===== src/hdl/bms_pkg.sv =====
package bms_pkg;

  // run capacity and element width
  localparam int MAX_ITEMS   = 64;
  localparam int VALUE_WIDTH = 32;
  localparam int CNT_W       = $clog2(MAX_ITEMS);

  // contents of one insertion cell
  typedef struct packed {
    logic                          valid;
    logic signed [VALUE_WIDTH-1:0] value;
  } slot_t;

  // control broadcast to every cell of the chain
  typedef struct packed {
    logic                          ins;
    logic                          shift;
    logic signed [VALUE_WIDTH-1:0] value;
  } ctrl_t;

endpackage


===== src/hdl/bms_cell.sv =====
module bms_cell (
  input  logic          clk,
  input  logic          rst,
  input  bms_pkg::ctrl_t ctrl,
  input  bms_pkg::slot_t prev,
  input  bms_pkg::slot_t next,
  output bms_pkg::slot_t slot
);
  import bms_pkg::*;

  logic                          valid;
  logic signed [VALUE_WIDTH-1:0] value;
  logic                          keep;
  logic                          take_prev;
  logic                          load;

  // insertion decision: keep a smaller-or-equal value, else shift up or take the new one
  assign keep      = valid && (value <= ctrl.value);
  assign take_prev = prev.valid && (prev.value > ctrl.value);
  // a cell only fills when the cell below it is occupied
  assign load      = ctrl.ins && !keep && prev.valid;

  // occupancy
  always_ff @(posedge clk) begin
    if (rst) begin
      valid <= 1'b0;
    end else if (ctrl.shift) begin
      valid <= next.valid;
    end else if (load) begin
      valid <= 1'b1;
    end
  end

  // held value
  always_ff @(posedge clk) begin
    if (ctrl.shift) begin
      value <= next.value;
    end else if (load) begin
      value <= take_prev ? prev.value : ctrl.value;
    end
  end

  assign slot = '{valid: valid, value: value};

endmodule


===== config.mk =====
export PLATFORM = sky130hd
export DESIGN_NAME = bms_cell
export DESIGN_NICKNAME = d
export VERILOG_FILES = /design/src/hdl/bms_pkg.sv /design/src/hdl/bms_cell.sv
export SDC_FILE = /design/constraint.sdc
export NUM_CORES = 1
export LEC_CHECK = 0
export BUFFER_PORTS_ARGS = -buffer_cell sky130_fd_sc_hd__buf_2
export CAP_MARGIN = 20
export CELL_PAD_IN_SITES_DETAIL_PLACEMENT = 0
export CELL_PAD_IN_SITES_GLOBAL_PLACEMENT = 2
export CORE_MARGIN = 3
export CORE_UTILIZATION = 29
export CTS_CLUSTER_SIZE = 24
export DETAILED_ROUTE_END_ITERATION = 10
export GPL_ROUTABILITY_DRIVEN = 0
export PLACE_DENSITY = 0.82
export SLEW_MARGIN = 25
export SYNTH_ARGS = -nofsm -noshare
export SYNTH_HDL_FRONTEND = slang
export SYNTH_SLANG_ARGS = --single-unit

===== constraint.sdc =====
create_clock -name clk -period 4.7 [get_ports clk]
set_clock_uncertainty 0.15 [all_clocks]
set_input_delay 0.47 -clock clk [delete_from_list [all_inputs] [get_ports clk]]
set_output_delay 0.47 -clock clk [all_outputs]
set_load 0.005 [all_outputs]

; ---- Word level (Yosys, flattened, before mapping)
; Index checks and enable logic that the tools add are counted.
[word_totals]
ff_bits = 33
latchBits = 0
mem_bits_rw = 0
rom_bits = 0
word_cells = 15
memories = 0
[op_classes]
addsub = 0
multipliers = 0
n_div = 0
order_cmp = 2
eq_ne = 0
shift = 0
n_mux = 5
bitwise = 0
reduce_logical = 6
[op_table]
columns = cell, count
row1 = $mux 32, 3
row2 = $gt 32x32->1, 1
row3 = $le 32x32->1, 1
row4 = $logic_and 1x1->1, 4
row5 = $mux 1, 2
row6 = $reduce_bool 2->1, 1
row7 = $logic_not 1->1, 1

; ---- Logic depth before layout (Yosys ltp)
; Gate-level depths: netlist (run 1).
[depth]
word_depth = 7
depth_mapped = 10
mapped_depth_nobuf = 9

; ---- Worst setup path before layout (run 1)
; Ideal clock, no wire load.
[synth_timing]
path_kind = input-to-reg
start = input port ctrl[29] (netlist bit)
end = register value[0], enable pin
setup_ps = 461
t_arrival_ps = 3728
required_ps = 4089
slack_ps = 361
path_stages = 9
path_cell_list = inv_1 -> ha_1 -> a21o_1 -> a21o_1 -> a21oi_1 -> o211ai_1 -> nand2_1 -> a21oi_1 -> nor3_1
[synth_between]
elab_chain_cells = 6
[synth_lines]
columns = item, line
row1 = from (decl), bms_cell.sv:4  ; input bms_pkg::ctrl_t ctrl,
row2 = $le 32x32->1, bms_cell.sv:18  ; assign keep = valid && (value <= ctrl.value);
row3 = $logic_and 1x1->1, bms_cell.sv:18
row4 = $logic_not 1->1, bms_cell.sv:21  ; assign load = ctrl.ins && !keep && prev.valid;
row5 = $logic_and 1x1->1 (2 in a row), bms_cell.sv:21
row6 = $reduce_bool 2->1 (no source line), n/a
row7 = to (signal assigned), bms_cell.sv:37  ; value <= next.value;
row8 = to (signal assigned), bms_cell.sv:39  ; value <= take_prev ? prev.value : ctrl.value;
row9 = to (decl), bms_cell.sv:12  ; logic signed [VALUE_WIDTH-1:0] value;
; Every way passes these cells.
; A chain may end at the register's enable or synchronous reset.

; ---- Worst setup path in the final report (run 1)
[layout_timing]
start = input port ctrl[2] (netlist bit)
end = register value[22], data pin
[layout_between]
elab_chain_cells = 5
[layout_lines]
columns = item, line
row1 = $gt 32x32->1, bms_cell.sv:19  ; assign take_prev = prev.valid && (prev.value > ctrl.value);
row2 = $logic_and 1x1->1, bms_cell.sv:19
row3 = $mux 32, bms_cell.sv:39
row4 = $mux 32, bms_cell.sv:38  ; end else if (load) begin
row5 = $mux 32, bms_cell.sv:36  ; if (ctrl.shift) begin
; Every way passes these cells. The select of a mux whose other input is x is not followed.

==> Implementation_results.wiki, run 1 <==
{| class="wikitable"
! Metric !! Value
|-
| Status || finished, final reports clean
|-
| Critical path peak fanout || 32
|-
| Hold Path Cell Cnt || 2
|-
| Critical path cell sequence || buf_2 -> inv_1 -> ha_1 -> and3_4 -> a221o_1 -> a221oi_2 -> a311oi_2 -> o311ai_4 -> buf_4 -> mux2_2 -> mux2_2
|-
| Total length of routed wires || about 9.1 mm
|-
| Global Route Usage Sum || 14.3%
|-
| Number of sinks handled by clock tree synthesis || 33
|-
| Initial antenna violation count || 0
|-
| DIE WIDTH || about 110 um
|-
| Post-Syn Area per Cell || 10.6 um2
|-
| Share of synthesized area occupied by flip-flops and latches || between 20% and 30%
|-
| Hpwl dp || 7.76 mm
|-
| Top-level I/O count || ~140
|-
| Critical Path Start Type || primary input
|-
| Initial DRT Pass Iterations || 5
|-
| Transition time at the pin with the least slew margin || roughly 0.86 ns
|-
| Synthesized flop and latch total || 33
|-
| Total stage count of the critical path || 11
|-
| Shortest period the worst path allows || around 3.4 ns
|-
| H-tree level count || 2
|-
| Number of nets in the synthesized netlist || slightly below 500
|-
| Number of buffers inserted by post-CTS setup repair || 0
|-
| Buffer cell driving the clock tree root || clkbuf_16
|-
| Fraction of registers with async set/reset || 0%
|-
| Total clock buffers created by CTS || 5
|-
| Length in cells of the worst reg-to-reg path || 9
|-
| CP max-delay cell || buf_4
|-
| Post-CTS Hold Fix Bufs || 0
|-
| Number of flops mapped to enable cells by yosys || 32
|-
| Worst skew pair latency || ~0.27 ns
|-
| Chip height || between 100 and 150 um
|-
| Per-cell routed wire length || around 15 um
|-
| Total design power || between 1 and 1.5 mW
|-
| Initial cell density of the core || 30.3%
|-
| ANT nets after route || 0
|-
| Fin Hold WS || between 0.2 and 0.25 ns
|-
| Static leakage || 2.07 nW
|-
| Synth-to-layout area growth || 28.8%
|-
| Final max-slew violation count || 0
|-
| Primary flip-flop cell chosen by synthesis mapping || edfxtp_1
|-
| Startpoint of the worst-slack reg-to-reg timing path || value[1]
|-
| Total negative slack || 0 ns
|-
| CTS tree || yes
|-
| Final cell area excluding filler cells || approximately 0.0043 mm2
|-
| Hold Violations, Final || 0
|-
| Syn Std Cell Area || approximately 0.0033 mm2
|-
| Std-Cell Rows || 38
|-
| Final-stage net count || just over 600
|-
| Setup repair after global routing missed its margin || no
|-
| Overflow left after global routing || 0
|-
| Critical Path AT || 3.27 ns
|-
| Total of max-cap violations || 0
|-
| Critical path endpoint category || flip-flop
|-
| Worst Hold Launch || rst
|-
| Setup slack at placement || between 0.9 and 1 ns
|-
| Final worst path period share || between 70 and 80%
|-
| Number of buffer cells added on primary ports || between 100 and 150
|-
| Power density relative to cell area || between 200 and 250 mW/mm2
|-
| Worst max-slew margin expressed relative to the limit || between 40% and 50%
|-
| Crit path required time || 4.58 ns
|-
| Layout cells sized above 1 || 45.5%
|-
| Worst path setup slack after routing || around 1.3 ns
|-
| Number of vias in the routed layout || roughly 2900
|-
| Number of warnings issued by yosys || 0
|-
| Count of buffering cells on the critical path with inverters included || 3
|-
| Number of standard cells in the layout, taps in and fillers out || 593
|-
| Number of buffers on the longest clock path || 2
|-
| Vias in the first global route || 3071
|-
| Area of the die || around 0.013 mm2
|-
| Share of the core filled with cells in the final layout || 39.0%
|-
| Inserted Diodes || 0
|-
| Worst path max stage delay || roughly 0.45 ns
|-
| Instance count after placement with tap cells included || 585
|-
| Maximum number of pins on one net before global-route repair || 36
|-
| Clock transition at path regs || roughly 0.060 ns
|-
| Crit path kind || in2reg
|-
| Number of distinct standard cells referenced by the synthesized netlist || 35
|-
| Cells after synthesis || approximately 320
|-
| Placed instance area || ~0.0042 mm2
|-
| First-pass GRT wire length || ~15 mm
|-
| DRC violation count after routing || 0
|-
| CP delay by family, top || compound AO/OA/AOI/OAI gates
|-
| Vias per std cell || 4.85
|-
| Most repeated library cell on the critical path || mux2_2
|-
| Largest vdd supply drop || between 0.1 and 0.15 mV
|-
| Total of cells resized after clock tree synthesis || 0
|-
| Core area || roughly 0.011 mm2
|-
| Drt initial violations || 60
|-
| Worst min path class || in2reg
|-
| # setup viols final || 0
|-
| Highest clock frequency the design can meet || about 300 MHz
|-
| Start point of the critical path || ctrl[2]
|}
[final timing paths]
kind,end,slack (ns)
max,value[22],1.30
min,valid,0.22
max reg2reg,value[14],1.94
min reg2reg,valid,0.35
[cell type report]
type | count | area (um2)
Fill cell | 1157 | 6730
Multi-Input combinational cell | 235 | 2160
Sequential cell | 33 | 981
Timing Repair Buffer | 138 | 701
Tap cell | 140 | 175
Inverter | 39 | 146
Clock buffer | 8 | 136
[synthesized netlist by cell type (2+ instances only)]
| cell | count | area [um2] |
|---|---|---|
| nand2_1 | 18 | 67.6 |
| nor4_1 | 2 | 12.5 |
| a21o_1 | 5 | 37.5 |
| inv_1 | 39 | 146 |
| a211oi_1 | 2 | 15.0 |
| nand2b_1 | 3 | 18.8 |
| ha_1 | 64 | 801 |
| mux2_1 | 8 | 90.1 |
| nand4_1 | 12 | 75.1 |
| nor2_1 | 5 | 18.8 |
| mux2_2 | 56 | 631 |
| clkbuf_1 | 3 | 11.3 |
| a21oi_1 | 28 | 140 |
| o211ai_1 | 3 | 22.5 |
| buf_6 | 3 | 33.8 |
| o21ai_0 | 9 | 45.0 |
| nor3_1 | 3 | 15.0 |
| edfxtp_1 | 32 | 961 |
| nand3_1 | 4 | 20.0 |
[layer usage]
layer | part of all wire [%] | GRT usage, % | wire length (um)
met1 | 44 | 18.0 | 4010
met2 | 49 | 25.8 | 4520
met3 | 6.5 | 3.05 | 599
met4 | 0.23 | 1.92 | 21
met5 | 0 | 0 | 0
[cells in the final DEF (no fill, tap or decap), drive strengths merged, types with 4 or more instances in the layout]
| cell type | synthesis | layout |
|---|---|---|
| nand4 | 12 | 12 |
| a21oi | 28 | 28 |
| nand2 | 18 | 18 |
| nor2 | 5 | 5 |
| nand3 | 4 | 4 |
| ha | 64 | 64 |
| inv | 39 | 39 |
| clkbuf | 3 | 8 |
| edfxtp | 32 | 32 |
| a21o | 5 | 5 |
| mux2 | 64 | 64 |
| o21ai | 9 | 9 |
| buf | 5 | 138 |
[logic make-up after synthesis]
group | after synthesis | synth area share [%]
buffers and inverters | 47 | 6.07
flip-flops | 33 | 29.4
multiplexers | 64 | 21.6
adder cells (fa/ha/maj) | 64 | 24.0
AO/OA/AOI/OAI | 57 | 11.2
AND/OR/NAND/NOR | 50 | 7.72
[state kept, by name (all words and copies together), names as in the netlist]
signal and flops:
valid 1, value 32
[power breakdown]
group          internal (mW)  total [mW]  switching, mW
sequential             0.370       0.391         0.0211
clock                  0.197       0.322          0.125
combinational          0.183       0.357          0.175
total                  0.750        1.07          0.321
Power figures use the tool's default switching activity.
==> run 2, diff against run 1 <==
--- a/config.mk
+++ b/config.mk
@@ -5,16 +5,17 @@
 export SDC_FILE = /design/constraint.sdc
 export NUM_CORES = 1
 export LEC_CHECK = 0
+export ABC_AREA = 1
 export BUFFER_PORTS_ARGS = -buffer_cell sky130_fd_sc_hd__buf_2
 export CAP_MARGIN = 20
 export CELL_PAD_IN_SITES_DETAIL_PLACEMENT = 0
 export CELL_PAD_IN_SITES_GLOBAL_PLACEMENT = 2
 export CORE_MARGIN = 3
-export CORE_UTILIZATION = 29
+export CORE_UTILIZATION = 24
 export CTS_CLUSTER_SIZE = 24
 export DETAILED_ROUTE_END_ITERATION = 10
 export GPL_ROUTABILITY_DRIVEN = 0
-export PLACE_DENSITY = 0.82
+export PLACE_DENSITY = 0.79
 export SLEW_MARGIN = 25
 export SYNTH_ARGS = -nofsm -noshare
 export SYNTH_HDL_FRONTEND = slang
==> constraint.sdc (replaced) <==
create_clock -name clk -period 3.1 [get_ports clk]
set_clock_uncertainty 0.15 [all_clocks]
set_input_delay 0.31 -clock clk [delete_from_list [all_inputs] [get_ports clk]]
set_output_delay 0.31 -clock clk [all_outputs]
set_load 0.005 [all_outputs]
==> run 2 against run 1 <==
Net effect:
- register-to-register slack got worse by 1.4 ns
- utilization down 7.2 points
- routed wire length up 27%
- design area increased by 9.9%
- setup slack got worse by 0.74 ns
- global-route usage fell by 0.42 points
- sequential share of layout area decreased by 2.1 points
- clock power rose by 51%
- critical path depth rose by 2
- combinational power grew 63%
- sequential power is 48% higher
- critical path type is now reg2reg
- largest cell class unchanged
==> Implementation_results.wiki, run 2 <==
{| class="wikitable"
! Metric !! Value
|-
| Synth-to-layout area growth || 26.8% (was 28.8%)
|-
| Register-to-Register Setup Slack || 0.56 ns (was 1.94 ns)
|-
| Initial cell density of the core || 25.1% (was 30.3%)
|-
| Commonest cells after routing, fill and taps aside || nand2_1, buf_2, inv_1 (was buf_2, ha_1, mux2_2)
|-
| Critical path endpoint category || flip-flop (unchanged)
|-
| Critical Path AT || 2.37 ns (was 3.27 ns)
|-
| Number of warnings issued by yosys || 0 (unchanged)
|-
| Syn Std Cell Area || 0.00372 mm2 (was 0.00334 mm2)
|-
| DIE WIDTH || 131 um (was 113 um)
|-
| Final worst path period share || about four fifths
|-
| Worst max-slew margin expressed relative to the limit || 56.2% (was 43.0%)
|-
| Number of vias in the routed layout || 3712 (was 2876)
|-
| R2R Path End || value[21] (was value[14])
|-
| Fin Hold WS || 0.0338 ns (was 0.224 ns)
|-
| Total length of routed wires || 11.6 mm (was 9.15 mm)
|-
| Number of buffer cells added on primary ports || 134 (unchanged)
|-
| Overflow left after global routing || 0 (unchanged)
|-
| Total of max-cap violations || 0 (unchanged)
|-
| Number of buffers on the longest clock path || 2 (unchanged)
|-
| Worst Hold Launch || rst (unchanged)
|-
| Initial DRT Pass Iterations || 5 (unchanged)
|-
| Vias in the first global route || 3808 (was 3071)
|-
| Number of flip-flops in the largest register || 32 (unchanged)
|-
| Largest registers || value x32, valid x1 (unchanged)
|-
| Hold Path Cell Cnt || 2 (unchanged)
|-
| Layout fillers || 1654 (was 1157)
|-
| Std-Cell Rows || 44 (was 38)
|-
| Final-stage net count || 819 (was 618)
|-
| Primary flip-flop cell chosen by synthesis mapping || edfxtp_1 (unchanged)
|-
| Post-Syn Area per Cell || 7.14 um2 (was 10.6 um2)
|-
| Most repeated library cell on the critical path || nand2_1 (was mux2_2)
|-
| Number of flops mapped to enable cells by yosys || 32 (unchanged)
|-
| CTS tree || yes (unchanged)
|-
| Fraction of registers with async set/reset || 0% (unchanged)
|-
| Crit path required time || 2.93 ns (was 4.58 ns)
|-
| Library cell with the highest instance count after synthesis || nand2_1 (was ha_1)
|-
| Top-level I/O count || 135 (unchanged)
|-
| H-tree level count || 2 (unchanged)
|-
| Synthesized flop and latch total || 33 (unchanged)
|-
| Worst min path class || in2reg (unchanged)
|-
| ANT nets after route || 0 (unchanged)
|-
| Cell type contributing the most total cell area after synthesis || edfxtp_1 (unchanged)
|-
| Number of distinct standard cells referenced by the synthesized netlist || 32 (was 35)
|-
| CP delay by family, top || simple AND/OR/NAND/NOR gates (was compound AO/OA/AOI/OAI gates)
|-
| Shortest period the worst path allows || 2.54 ns
|-
| First-pass GRT wire length || 18.4 mm (was 14.8 mm)
|-
| Setup repair after global routing missed its margin || no (unchanged)
|-
| Number of buffers inserted by post-CTS setup repair || 0 (unchanged)
|-
| Synth top area share || 25.8% (was 28.8%)
|-
| CP max-delay cell || edfxtp_1 (was buf_4)
|-
| Maximum number of pins on one net before global-route repair || 34 (was 36)
|-
| Largest Register || value (unchanged)
|-
| Crit path kind || reg2reg (was in2reg)
|-
| Initial antenna violation count || 0 (unchanged)
|-
| Share of synthesized area occupied by flip-flops and latches || 26.3% (was 29.4%)
|-
| Power density relative to cell area || 349 mW/mm2 (was 249 mW/mm2)
|-
| Commonest non-fill, non-tap cell in the layout || nand2_1 (was buf_2)
|-
| Area of the die || 0.0171 mm2 (was 0.0128 mm2)
|-
| Length in cells of the worst reg-to-reg path || 13 (was 9)
|-
| Worst skew pair latency || 0.28 ns (was 0.27 ns)
|-
| Hpwl dp || 9.49 mm (was 7.76 mm)
|-
| Highest clock frequency the design can meet || between 300 and 400 MHz
|-
| Core area || 0.0149 mm2 (was 0.0110 mm2)
|-
| Static leakage || 2.71 nW (was 2.07 nW)
|-
| Chip height || 131 um (was 113 um)
|-
| Count of buffering cells on the critical path with inverters included || 2 (was 3)
|-
| # setup viols final || 0 (unchanged)
|-
| Transition time at the pin with the least slew margin || 0.653 ns (was 0.855 ns)
|-
| Buffer cell driving the clock tree root || clkbuf_16 (unchanged)
|-
| Number of sinks handled by clock tree synthesis || 33 (unchanged)
|-
| DRC violation count after routing || 0 (unchanged)
|-
| Cells after synthesis || 522 (was 315)
|-
| Synth top area cells || edfxtp_1, ha_1, nand2_1, inv_1, nand3_1 (was edfxtp_1, ha_1, mux2_2, inv_1, a21oi_1)
|-
| Terminating pin of the worst hold path || valid (unchanged)
|-
| Number of nets in the synthesized netlist || 688 (was 481)
|-
| Layout cells sized above 1 || 26.0% (was 45.5%)
|-
| Largest vdd supply drop || 0.167 mV (was 0.115 mV)
|-
| Final max-slew violation count || 0 (unchanged)
|-
| Hold Violations, Final || 0 (unchanged)
|-
| Post-CTS Hold Fix Bufs || 0 (unchanged)
|-
| Worst path max stage delay || 0.38 ns (was 0.45 ns)
|-
| Total of cells resized after clock tree synthesis || 0 (unchanged)
|-
| Share of the core filled with cells in the final layout || 31.8% (was 39.0%)
|-
| Drt initial violations || 142 (was 60)
|-
| Total negative slack || 0 ns (unchanged)
|-
| Global Route Usage Sum || 13.9% (was 14.3%)
|-
| Per-cell routed wire length || 13.9 um (was 15.4 um)
|-
| Critical path cell sequence || ha_1 -> nand2_1 -> nor2_1 -> nand2_1 -> nor4_1 -> buf_4 -> nand2_1 -> nand3_1 -> nand3_1 -> nand2_1 -> nand2_1 -> nand2_1 -> buf_12 (was buf_2 -> inv_1 -> ha_1 -> and3_4 -> a221o_1 -> a221oi_2 -> a311oi_2 -> o311ai_4 -> buf_4 -> mux2_2 -> mux2_2)
|-
| Inserted Diodes || 0 (unchanged)
|-
| Vias per std cell || 4.43 (was 4.85)
|-
| Clock transition at path regs || 0.05 ns (was 0.06 ns)
|-
| Critical path peak fanout || 26 (was 32)
|-
| Total clock buffers created by CTS || 5 (unchanged)
|-
| Startpoint of the worst-slack reg-to-reg timing path || value[31] (was value[1])
|-
| Status || finished, final reports clean (unchanged)
|-
| Cell types with the highest counts after synthesis || nand2_1, inv_1, ha_1, nand3_1, edfxtp_1 (was ha_1, mux2_2, inv_1, edfxtp_1, a21oi_1)
|-
| Critical Path Start Type || flip-flop (was primary input)
|}
run 2: cell types whose count changed after synthesis, sizes merged, moves of 6 or more:
cell,change
inv,+51
nand2,+158
mux2,-64
nor2,+16
nand3,+69
nand4,-8
clkbuf,+6
run 2: per-layer routing:
layer / vias to the layer above / routed length, um / global-route usage, %
met3: 14 / 700 / 2.97
met2: 113 / 5390 / 23.3
met5: - / 0 / 0
li1: 1951 / - / -
met4: 0 / 160 / 3.57
met1: 1634 / 5400 / 18.2
run 2: cells by family after synthesis:
logic type               count (synthesis)  share of synthesized area (%)
AO/OA/AOI/OAI                           38                           5.71
buffers and inverters                  108                           12.2
AND/OR/NAND/NOR                        279                           34.2
flip-flops                              33                           26.3
adder cells (fa/ha/maj)                 64                           21.5
run 2: area by class of cell:
cell class                      count  area (um2)  share of cell area [%]
Tap cell                          184         230                    4.87
Timing Repair Buffer              141         736                    15.6
Sequential cell                    33         981                    20.8
Inverter                           91         342                    7.23
Multi-Input combinational cell    381        2300                    48.6
Clock buffer                        5         125                    2.65
Clock inverter                      3        12.5                   0.265
run 2: where the power goes:
group          total (mW)  internal [mW]  leakage, nW  switching, mW
clock               0.485          0.291       0.0687          0.194
combinational       0.583          0.236         2.31          0.346
sequential          0.580          0.552        0.330         0.0289
run 2: worst max path at each step:
stage / start / cells after the start / end / slack [ns]
final: value[31] / 13 / value[21] / 0.56
after global routing: value[31] / 13 / value[22] / 0.20
after CTS: value[31] / 13 / value[21] / 0.52
after detailed placement: ctrl[15] / 16 / value[6] / 0.31
after global placement: ctrl[11] / 16 / value[13] / 0.33
after floorplan: value[31] / 11 / value[0] / 0.32
run 2: metrics by stage:
| step | instance area, um2 | cells | total power, mW | worst slack, ns |
|---|---|---|---|---|
| after CTS | 4720 | 838 | 1.68 | 0.520 |
| after floorplan | 3720 | 522 | 0.962 | 0.325 |
| after global routing | 4720 | 838 | 1.79 | 0.201 |
| final | 4720 | 838 | 1.65 | 0.560 |
| after global placement | 4590 | 830 | 1.18 | 0.327 |
| after detailed placement | 4590 | 830 | 1.18 | 0.312 |
